[src/hw/rtl/psc_pkg.sv]
package psc_pkg;

  // size of the candidate bitmap, one bit per value 0 .. MAX_LIMIT_PLUS_ONE-1
  localparam int MAX_LIMIT_PLUS_ONE = 65536;

  localparam int LIMIT_W = 16;
  localparam int COUNT_W = 13;
  localparam int ADDR_W  = $clog2(MAX_LIMIT_PLUS_ONE);
  // index must hold values up to n + base, below twice the bitmap size
  localparam int IDX_W   = ADDR_W + 1;
  // bases never pass sqrt of the bitmap size plus one
  localparam int BASE_W  = ADDR_W / 2 + 1;

  localparam logic [COUNT_W-1:0] COUNT_MAX = {COUNT_W{1'b1}};
  // pi(65535), the largest count a 16-bit limit can give
  localparam logic [COUNT_W-1:0] PRIME_COUNT_MAX = COUNT_W'(6542);

  typedef enum logic [3:0] {
    DP_NOP,
    DP_LOAD,
    DP_FILL,
    DP_BASE_INIT,
    DP_BASE_RD,
    DP_MARK_INIT,
    DP_MARK,
    DP_BASE_NEXT,
    DP_CNT_INIT,
    DP_CNT_RD,
    DP_PUBLISH
  } dp_op_e;

  typedef struct packed {
    logic n_lt2;
    logic idx_eq_n;
    logic idx_gt_n;
    logic sq_gt_n;
    logic base_marked;
  } psc_status_t;

endpackage

[src/hw/rtl/psc_ctrl.sv]
module psc_ctrl import psc_pkg::*; (
  input  logic        clk_i,
  input  logic        rst_ni,
  input  logic        in_valid_i,
  output logic        in_stall_o,
  output logic        out_valid_o,
  input  logic        out_stall_i,
  input  psc_status_t status_i,
  output dp_op_e      op_o
);

  typedef enum logic [3:0] {
    ST_IDLE,
    ST_CHECK,
    ST_FILL,
    ST_BASE_INIT,
    ST_BASE_TEST,
    ST_BASE_CHK,
    ST_MARK,
    ST_CNT_INIT,
    ST_CNT,
    ST_CNT_DRAIN,
    ST_DONE
  } state_e;

  state_e state_q, state_d;
  logic   out_valid_q, out_valid_d;
  logic   slot_free;

  assign slot_free  = !out_valid_q || !out_stall_i;
  assign in_stall_o = (state_q != ST_IDLE);

  always_comb begin
    state_d     = state_q;
    op_o        = DP_NOP;
    out_valid_d = out_valid_q && out_stall_i;
    case (state_q)
      ST_IDLE: begin
        if (in_valid_i) begin
          op_o    = DP_LOAD;
          state_d = ST_CHECK;
        end
      end
      ST_CHECK: begin
        // limits below two skip the sieve, count is already zero
        state_d = status_i.n_lt2 ? ST_DONE : ST_FILL;
      end
      ST_FILL: begin
        op_o = DP_FILL;
        if (status_i.idx_eq_n) begin
          state_d = ST_BASE_INIT;
        end
      end
      ST_BASE_INIT: begin
        op_o    = DP_BASE_INIT;
        state_d = ST_BASE_TEST;
      end
      ST_BASE_TEST: begin
        if (status_i.sq_gt_n) begin
          state_d = ST_CNT_INIT;
        end else begin
          op_o    = DP_BASE_RD;
          state_d = ST_BASE_CHK;
        end
      end
      ST_BASE_CHK: begin
        if (status_i.base_marked) begin
          op_o    = DP_MARK_INIT;
          state_d = ST_MARK;
        end else begin
          op_o    = DP_BASE_NEXT;
          state_d = ST_BASE_TEST;
        end
      end
      ST_MARK: begin
        if (status_i.idx_gt_n) begin
          op_o    = DP_BASE_NEXT;
          state_d = ST_BASE_TEST;
        end else begin
          op_o = DP_MARK;
        end
      end
      ST_CNT_INIT: begin
        op_o    = DP_CNT_INIT;
        state_d = ST_CNT;
      end
      ST_CNT: begin
        op_o = DP_CNT_RD;
        if (status_i.idx_eq_n) begin
          state_d = ST_CNT_DRAIN;
        end
      end
      ST_CNT_DRAIN: begin
        state_d = ST_DONE;
      end
      ST_DONE: begin
        if (slot_free) begin
          op_o        = DP_PUBLISH;
          out_valid_d = 1'b1;
          state_d     = ST_IDLE;
        end
      end
      default: begin
        state_d = ST_IDLE;
      end
    endcase
  end

  always_ff @(posedge clk_i or negedge rst_ni) begin
    if (!rst_ni) begin
      state_q     <= ST_IDLE;
      out_valid_q <= 1'b0;
    end else begin
      state_q     <= state_d;
      out_valid_q <= out_valid_d;
    end
  end

  assign out_valid_o = out_valid_q;

endmodule

[config.mk]
export PLATFORM = sky130hd
export DESIGN_NAME = psc_ctrl
export DESIGN_NICKNAME = d
export VERILOG_FILES = /design/src/hw/rtl/psc_pkg.sv /design/src/hw/rtl/psc_ctrl.sv
export SDC_FILE = /design/constraint.sdc
export NUM_CORES = 1
export LEC_CHECK = 0
export BUFFER_PORTS_ARGS = -buffer_cell sky130_fd_sc_hd__buf_4
export CAP_MARGIN = 10
export CELL_PAD_IN_SITES_DETAIL_PLACEMENT = 1
export CELL_PAD_IN_SITES_GLOBAL_PLACEMENT = 1
export CORE_MARGIN = 2
export CORE_UTILIZATION = 32
export DETAILED_ROUTE_END_ITERATION = 10
export HOLD_SLACK_MARGIN = 0.03
export PLACE_DENSITY = 0.8
export REMOVE_ABC_BUFFERS = 1
export SYNTH_ARGS = -nofsm -noshare
export SYNTH_HDL_FRONTEND = slang
export SYNTH_SLANG_ARGS = --single-unit
[constraint.sdc]
create_clock -name clk_i -period 1.55 [get_ports clk_i]
set_clock_uncertainty 0.1 [all_clocks]
set_input_delay 0.31 -clock clk_i [delete_from_list [all_inputs] [get_ports clk_i]]
set_output_delay 0.31 -clock clk_i [all_outputs]
set_load 0.02 [all_outputs]
==> results of run 1 <==
-- through the flow --
stage | util | total power, W | worst slack [ns]
2_1_floorplan | - | 0.000773 | -0.214
3_3_place_gp | 0.469 | 0.00118 | -0.0468
3_5_place_dp | 0.469 | 0.00120 | -0.0678
4_1_cts | 0.574 | 0.00156 | -0.220
5_1_grt | 0.623 | 0.00188 | -0.317
6_report | 0.623 | 0.00178 | -0.269
-- cells in the final DEF (no fill, tap or decap), types with 2 or more instances in the layout --
cell,n
dfrtp_2,4
buf_4,33
clkbuf_4,3
nand3_1,2
o211ai_1,2
nand2_1,3
a21oi_1,2
nor2_1,3
a21oi_2,2
o21ai_0,3
mux2i_1,2
inv_2,2
o21ai_1,2
-- routing by layer --
| layer | GRT usage | share of wire |
|---|---|---|
| met5 | 0 | 0 |
| met4 | 0.142 | 0.015 |
| met3 | 0.0761 | 0.017 |
| met2 | 0.421 | 0.51 |
| met1 | 0.303 | 0.46 |
-- state kept, by name (all words and copies together), names as in the netlist --
register	cells
state_q	4
out_valid_o	1
-- power by group --
| part | switching [W] | total (W) | internal (W) |
|---|---|---|---|
| combinational | 0.000643 | 0.00130 | 0.000660 |
| clock | 0.0000707 | 0.000169 | 0.0000984 |
| sequential | 0.000116 | 0.000308 | 0.000193 |
| total | 0.000829 | 0.00178 | 0.000951 |
-- critical path, cell delays in order (launching register included) --
cell and delay [ns]:
dfrtp_2 0.47, a21o_1 0.19, a21oi_2 0.16, o21ai_1 0.08, o41ai_2 0.06, buf_4 0.19
-- area by class of cell --
type                    count  area, µm²  share of cell area
clock buffers               4       26.3              0.0328
multi-input cells          43        345               0.431
flip-flops and latches      5        130               0.163
repair buffers             35        269               0.336
inverters                   3       11.3              0.0141
well taps                  15       18.8              0.0234
-- kinds of logic (layout without fill, tap and decap cells) --
logic type             count (synthesis)  count (layout)  share of synthesized area
AO/OA/AOI/OAI                         20              20                      0.316
AND/OR/NAND/NOR                       20              20                      0.255
buffers and inverters                  7              42                     0.0725
flip-flops                             5               5                      0.290
multiplexers                           2               2                     0.0464
XOR/XNOR                               1               1                     0.0203
-- timing repair --
action                                  4_1_cts  5_1_grt
endpoints found under the setup margin        6        7
hold endpoints to repair                      5        0
pin swaps                                     1        1
gates cloned                                  0        0
gates resized for setup                      12        9
hold buffers                                  1        0
setup buffers                                 8        3
-- worst max path at each step --
stage	endpoint	slack [ns]
floorplan	op_o[1]	-0.21
global placement	op_o[1]	-0.05
detailed placement	op_o[1]	-0.07
CTS	op_o[0]	-0.22
global route	op_o[1]	-0.32
finish	op_o[1]	-0.27
==> out/summary.txt, run 1 <==
Longest Clk Path Bufs -> 2
share of synthesized area occupied by flip-flops and latches -> 0.290
cell types occupying the most area after synthesis -> dfrtp_1 29%, a21oi_1 4.6%, buf_2 4.6%, mux2i_1 4.6%, o21ai_0 3.5%
Ant. Diodes -> 0
final RePlAce weighted congestion -> 0.833
antenna violations before repair -> 0
via count of the first global-routing pass -> 569
critical path class -> reg -> out
initial detailed-routing violation count -> 2
final setup fails -> 6
Critical Path AT -> 1.41 ns
detailed-route via count -> 566
slack of the worst reg-to-reg path -> -0.13 ns
clk sink count -> 5
share of layout cells above drive strength 1 -> 0.633
period utilisation layout -> 1.17
unrepaired setup endpoints after global routing -> true
die width -> 40.7 µm
largest vdd supply drop -> 1.22 mV
cell area after layout -> 801 µm²
Post-Place Cells -> 89
violations in the final reports -> setup timing
cell at the root of the clock tree -> clkbuf_4
synth warn -> 0
flip-flop and latch count after synthesis -> 5
Post-Layout Cell Count -> 105
number of I/O port buffers -> 14
Clk Latency, worst-skew pair -> 0.26 ns
H-tree depth -> 1
detailed-route wire length per cell -> 18.9 µm
Synth cell types -> 30
gr usage total -> 0.259
final hold slack -> 0.281 ns
global-route congestion overflow total -> 0
Post-synth EDFFs -> 0
most instantiated library cell after synthesis -> dfrtp_1
floorplan row count -> 13
worst slew margin relative to its limit -> 0.805
capture point of the worst reg-to-reg path -> state_q[1]
wire length of the first global-routing pass -> 2660 µm
leakage -> 0.378 nW
Post-Synthesis Cells -> 55
fraction of registers with async set or reset after synthesis -> 1.00
reg2reg start -> state_q[2]
cell type with the highest aggregate area in the netlist -> dfrtp_1
overall die area -> 1660 µm²
Worst Tran Pin Value -> 0.288 ns
die boundary height -> 40.7 µm
post-synthesis instance area -> 432 µm²
worst-path fanout max -> 8
number of nets in the final layout -> 100
CTS clk-pin slew, worst paths -> 0.05 ns
ratio of routed vias to standard cells -> 5.39
maximum operating frequency -> 550 MHz
first element of the critical path -> state_q[2]
cell area after placement -> 603 µm²
Data required, critical path -> 1.14 ns
total wirelength of the detailed-routed design -> 1980 µm
min cycle time layout -> 1.82 ns
portion of synthesized cell area occupied by the leading cell type -> 0.290
floorplan core area -> 1280 µm²
final setup TNS -> -1.25 ns
startpoint type of the worst setup path -> register
Register-to-Register Path Depth -> 5
Max-cap violations -> 0
CTS tree -> built
P per Cell Area -> 2220 nW/µm²
DRC -> 0
Tightest Hold Check Type -> in -> async
clock buffers created by TritonCTS -> 3
residual antenna-violating net count after detailed routing -> 0
area added between synthesis and finish -> 85.5%
initial cell density of the core -> 0.336
boundary pin count -> 15
count of final max-slew check failures -> 0
number of optimization iterations in the first detailed-route pass -> 2
outcome -> finished with violations
half-perimeter wire length of the detailed placement result -> 1090 µm
Worst setup EP type -> output pin
Primary FF master, synth -> dfrtp_1
largest net degree at the start of global routing -> 10
final number of hold-violating endpoints -> 0
fin worst setup slack -> -0.269 ns
number of filler cells placed in the layout -> 155
Post-Synthesis Mean Instance Area -> 7.85 µm²
top cell types by occurrence after synthesis -> 5 x dfrtp_1, 4 x a21oi_1, 4 x buf_2, 4 x nand2_1, 4 x nor2_1
(Power assumes the default switching activity.)
==> inputs of run 2 (changes only) <==
- ABC_AREA: not set -> 1
- PLACE_DENSITY: 0.8 -> 0.82
==> run 2 against run 1 <==
  * The run still ends with setup timing left
  * Total power up 0.18%
  * Flip-flop and latch count unchanged
  * Final area up 3.0%
  * Sequential power up 3%
  * Combinational power about the same
  * Critical endpoint unchanged
  * Largest cell class unchanged
  * Highest routed layer unchanged
==> out/summary.txt, run 2 <==
outcome -> finished with violations
violations in the final reports -> setup timing
leading cell type in the layout, fill and taps excluded -> buf_4
maximum operating frequency -> 535 MHz (-2.8%)
Tightest Hold Check Type -> in -> reg
Most flops, register -> state_q
leakage -> 0.443 nW (+17%)
number of filler cells placed in the layout -> 198 (+28%)
Post-Synthesis Mean Instance Area -> 6.18 µm² (-21%)
antenna violations before repair -> 0 (unchanged)
detailed-route wire length per cell -> 15.8 µm (-16%)
worst slew margin relative to its limit -> 0.834 (+0.0284)
period utilisation layout -> 1.21 (+0.0334)
Ant. Diodes -> 0 (unchanged)
floorplan core area -> 1450 µm² (+13%)
flip-flop and latch count after synthesis -> 5 (unchanged)
final number of hold-violating endpoints -> 0 (unchanged)
top cell types by occurrence after synthesis -> 21 x nand2_1, 10 x inv_1, 10 x nand3_1
Post-synth EDFFs -> 0 (unchanged)
CTS clk-pin slew, worst paths -> 0.05 ns (about the same)
final RePlAce weighted congestion -> 0.774 (-7.1%)
overall die area -> 1830 µm² (+10%)
Post-Layout Cell Count -> 125 (+19%)
sequential cell area -> 130 µm² (unchanged)
die boundary height -> 42.8 µm (+5.1%)
Critical Path AT -> 1.46 ns (+0.05 ns)
fraction of registers with async set or reset after synthesis -> 1.00 (unchanged)
share of synthesized area occupied by flip-flops and latches -> 0.260 (-0.0301)
clk sink count -> 5 (unchanged)
Max-cap violations -> 0 (unchanged)
initial cell density of the core -> 0.331 (-0.00460)
Post-Synthesis Cells -> 78 (+42%)
sequential fraction of design power -> 0.178 (+0.005)
P per Cell Area -> 2160 nW/µm² (-2.7%)
count of final max-slew check failures -> 0 (unchanged)
detailed-route via count -> 647 (+14%)
Data required, critical path -> 1.14 ns (about the same)
wire length of the first global-routing pass -> 3390 µm (+28%)
power after layout -> 0.00178 W (+0.18%)
Synth cell types -> 15 (-50%)
global-route congestion overflow total -> 0 (unchanged)
Psw -> 0.000901 W (+8.7%)
unrepaired setup endpoints after global routing -> true
gr usage total -> 0.253 (-0.00576)
Largest register FFs -> 4 (unchanged)
final setup TNS -> -1.07 ns (+0.180 ns)
H-tree depth -> 1 (unchanged)
Longest Clk Path Bufs -> 2 (unchanged)
most instantiated library cell after synthesis -> nand2_1
part of the total power dissipated in the clock network -> 0.090 (-0.005)
DRC -> 0 (unchanged)
Worst Tran Pin Value -> 0.250 ns (-0.0385 ns)
cell types occupying the most area after synthesis -> dfrtp_1 26%, nand2_1 16%, nand3_1 10%, nor2_4 9.4%, inv_1 7.8%
cell-internal power -> 0.000882 W (-7.3%)
cell at the root of the clock tree -> clkbuf_4
largest net degree at the start of global routing -> 8 (-2)
area added between synthesis and finish -> 71.2%
share of total power consumed by net switching -> 0.505 (+0.0397)
boundary pin count -> 15 (unchanged)
min cycle time layout -> 1.87 ns (+0.0518 ns)
startpoint type of the worst setup path -> register
largest vdd supply drop -> 0.981 mV (-20%)
number of optimization iterations in the first detailed-route pass -> 4 (+2)
CTS tree -> built
cell type with the highest aggregate area in the netlist -> dfrtp_1
number of I/O port buffers -> 14 (unchanged)
fin worst setup slack -> -0.320 ns (-0.0518 ns)
clock buffers created by TritonCTS -> 3 (unchanged)
top library cells by usage in the layout, fill and taps aside -> 21 x buf_4, 16 x nand2_1, 8 x inv_1, 8 x nor2_1
synth warn -> 0 (unchanged)
via count of the first global-routing pass -> 701 (+23%)
post-synthesis instance area -> 482 µm² (+12%)
Post-Place Cells -> 116 (+30%)
pre-CTS setup slack -> -0.0707 ns (-0.00283 ns)
number of nets in the final layout -> 119 (+19%)
ratio of routed vias to standard cells -> 5.18 (-4.0%)
half-perimeter wire length of the detailed placement result -> 1260 µm (+16%)
footprint of the multi-input gates -> 358 µm² (+3.6%)
Worst setup EP type -> output pin
worst-path fanout max -> 4 (-4)
proportion of power drawn by combinational gates -> 0.732 (about the same)
initial detailed-routing violation count -> 11 (+9)
residual antenna-violating net count after detailed routing -> 0 (unchanged)
floorplan row count -> 14 (+1)
die width -> 42.8 µm (+5.1%)
portion of synthesized cell area occupied by the leading cell type -> 0.260 (-0.0301)
critical path class -> reg -> out
total wirelength of the detailed-routed design -> 1980 µm (unchanged)
Clk Latency, worst-skew pair -> 0.25 ns (about the same)
final setup fails -> 5 (-1)
share of layout cells above drive strength 1 -> 0.560 (-0.0737)
Primary FF master, synth -> dfrtp_1
==> run 2: area by class of cell <==
class / instances / share of cell area
inverters: 14 / 0.0668
multi-input cells: 58 / 0.434
well taps: 16 / 0.0243
clock buffers: 4 / 0.0319
flip-flops and latches: 5 / 0.158
repair buffers: 28 / 0.285
==> run 2: final timing paths <==
| kind | end | slack (ns) | startpoint | depth (start not counted) |
|---|---|---|---|---|
| hold / removal | state_q[3] | 0.25 | status_i[3] | 4 |
| max in group asynchronous | state_q[0] | 0.91 | rst_ni | 2 |
| min in group asynchronous | state_q[3] | 0.31 | rst_ni | 2 |
| hold reg to reg | out_valid_o | 0.48 | out_valid_o | 2 |
| setup / recovery | op_o[1] | -0.32 | state_q[2] | 7 |
| setup reg to reg | state_q[1] | 0.10 | state_q[2] | 8 |
==> run 2: cell families (layout without fill, tap and decap cells) <==
logic type      after synthesis  in the layout  synth area share
compound gates                8              8            0.0961
buf+inv                      15             46             0.132
flops                         5              5             0.260
simple gates                 50             50             0.512
==> run 2: timing repair <==
item	in CTS	in global routing
gates resized for setup	19	10
pin swaps	3	5
hold buffers	1	0
setup endpoints to repair	5	6
endpoints found under the hold margin	5	0
buffers inserted	2	3
==> run 2: power groups by stage <==
| stage | registers, W | clock network, W | logic [W] |
|---|---|---|---|
| 6_report | 0.000318 | 0.000161 | 0.00130 |
| 5_1_grt | 0.000327 | 0.000176 | 0.00142 |
| 4_1_cts | 0.000310 | 0.000154 | 0.00116 |
| 3_5_place_dp | 0.000280 | 0 | 0.00101 |
| 3_3_place_gp | 0.000272 | 0 | 0.000976 |
| 2_1_floorplan | 0.000280 | 0 | 0.000559 |
==> run 2: metal layers <==
layer	routed length [µm]	track usage	vias to the layer above
met1	781	0.295	319
met5	0	0	-
met2	1090	0.452	15
li1	-	-	307
met4	28	0.0750	0
met3	78	0.0596	6
==> run 2: stage by stage <==
step	hold slack [ns]	util	cell area (µm²)
2_1_floorplan	-0.0856	-	470
4_1_cts	0.251	0.531	772
6_report	0.246	0.567	825
3_3_place_gp	0.0133	0.456	663
3_5_place_dp	0.0132	0.456	663
5_1_grt	0.277	0.567	825
==> run 2: worst max-delay path, stage by stage (launching register included) <==
cell      delay, ns
dfrtp_2        0.42
inv_2          0.06
nor2_4         0.11
inv_2          0.07
nor2_4         0.12
inv_2          0.04
o211ai_1       0.21
buf_4          0.18
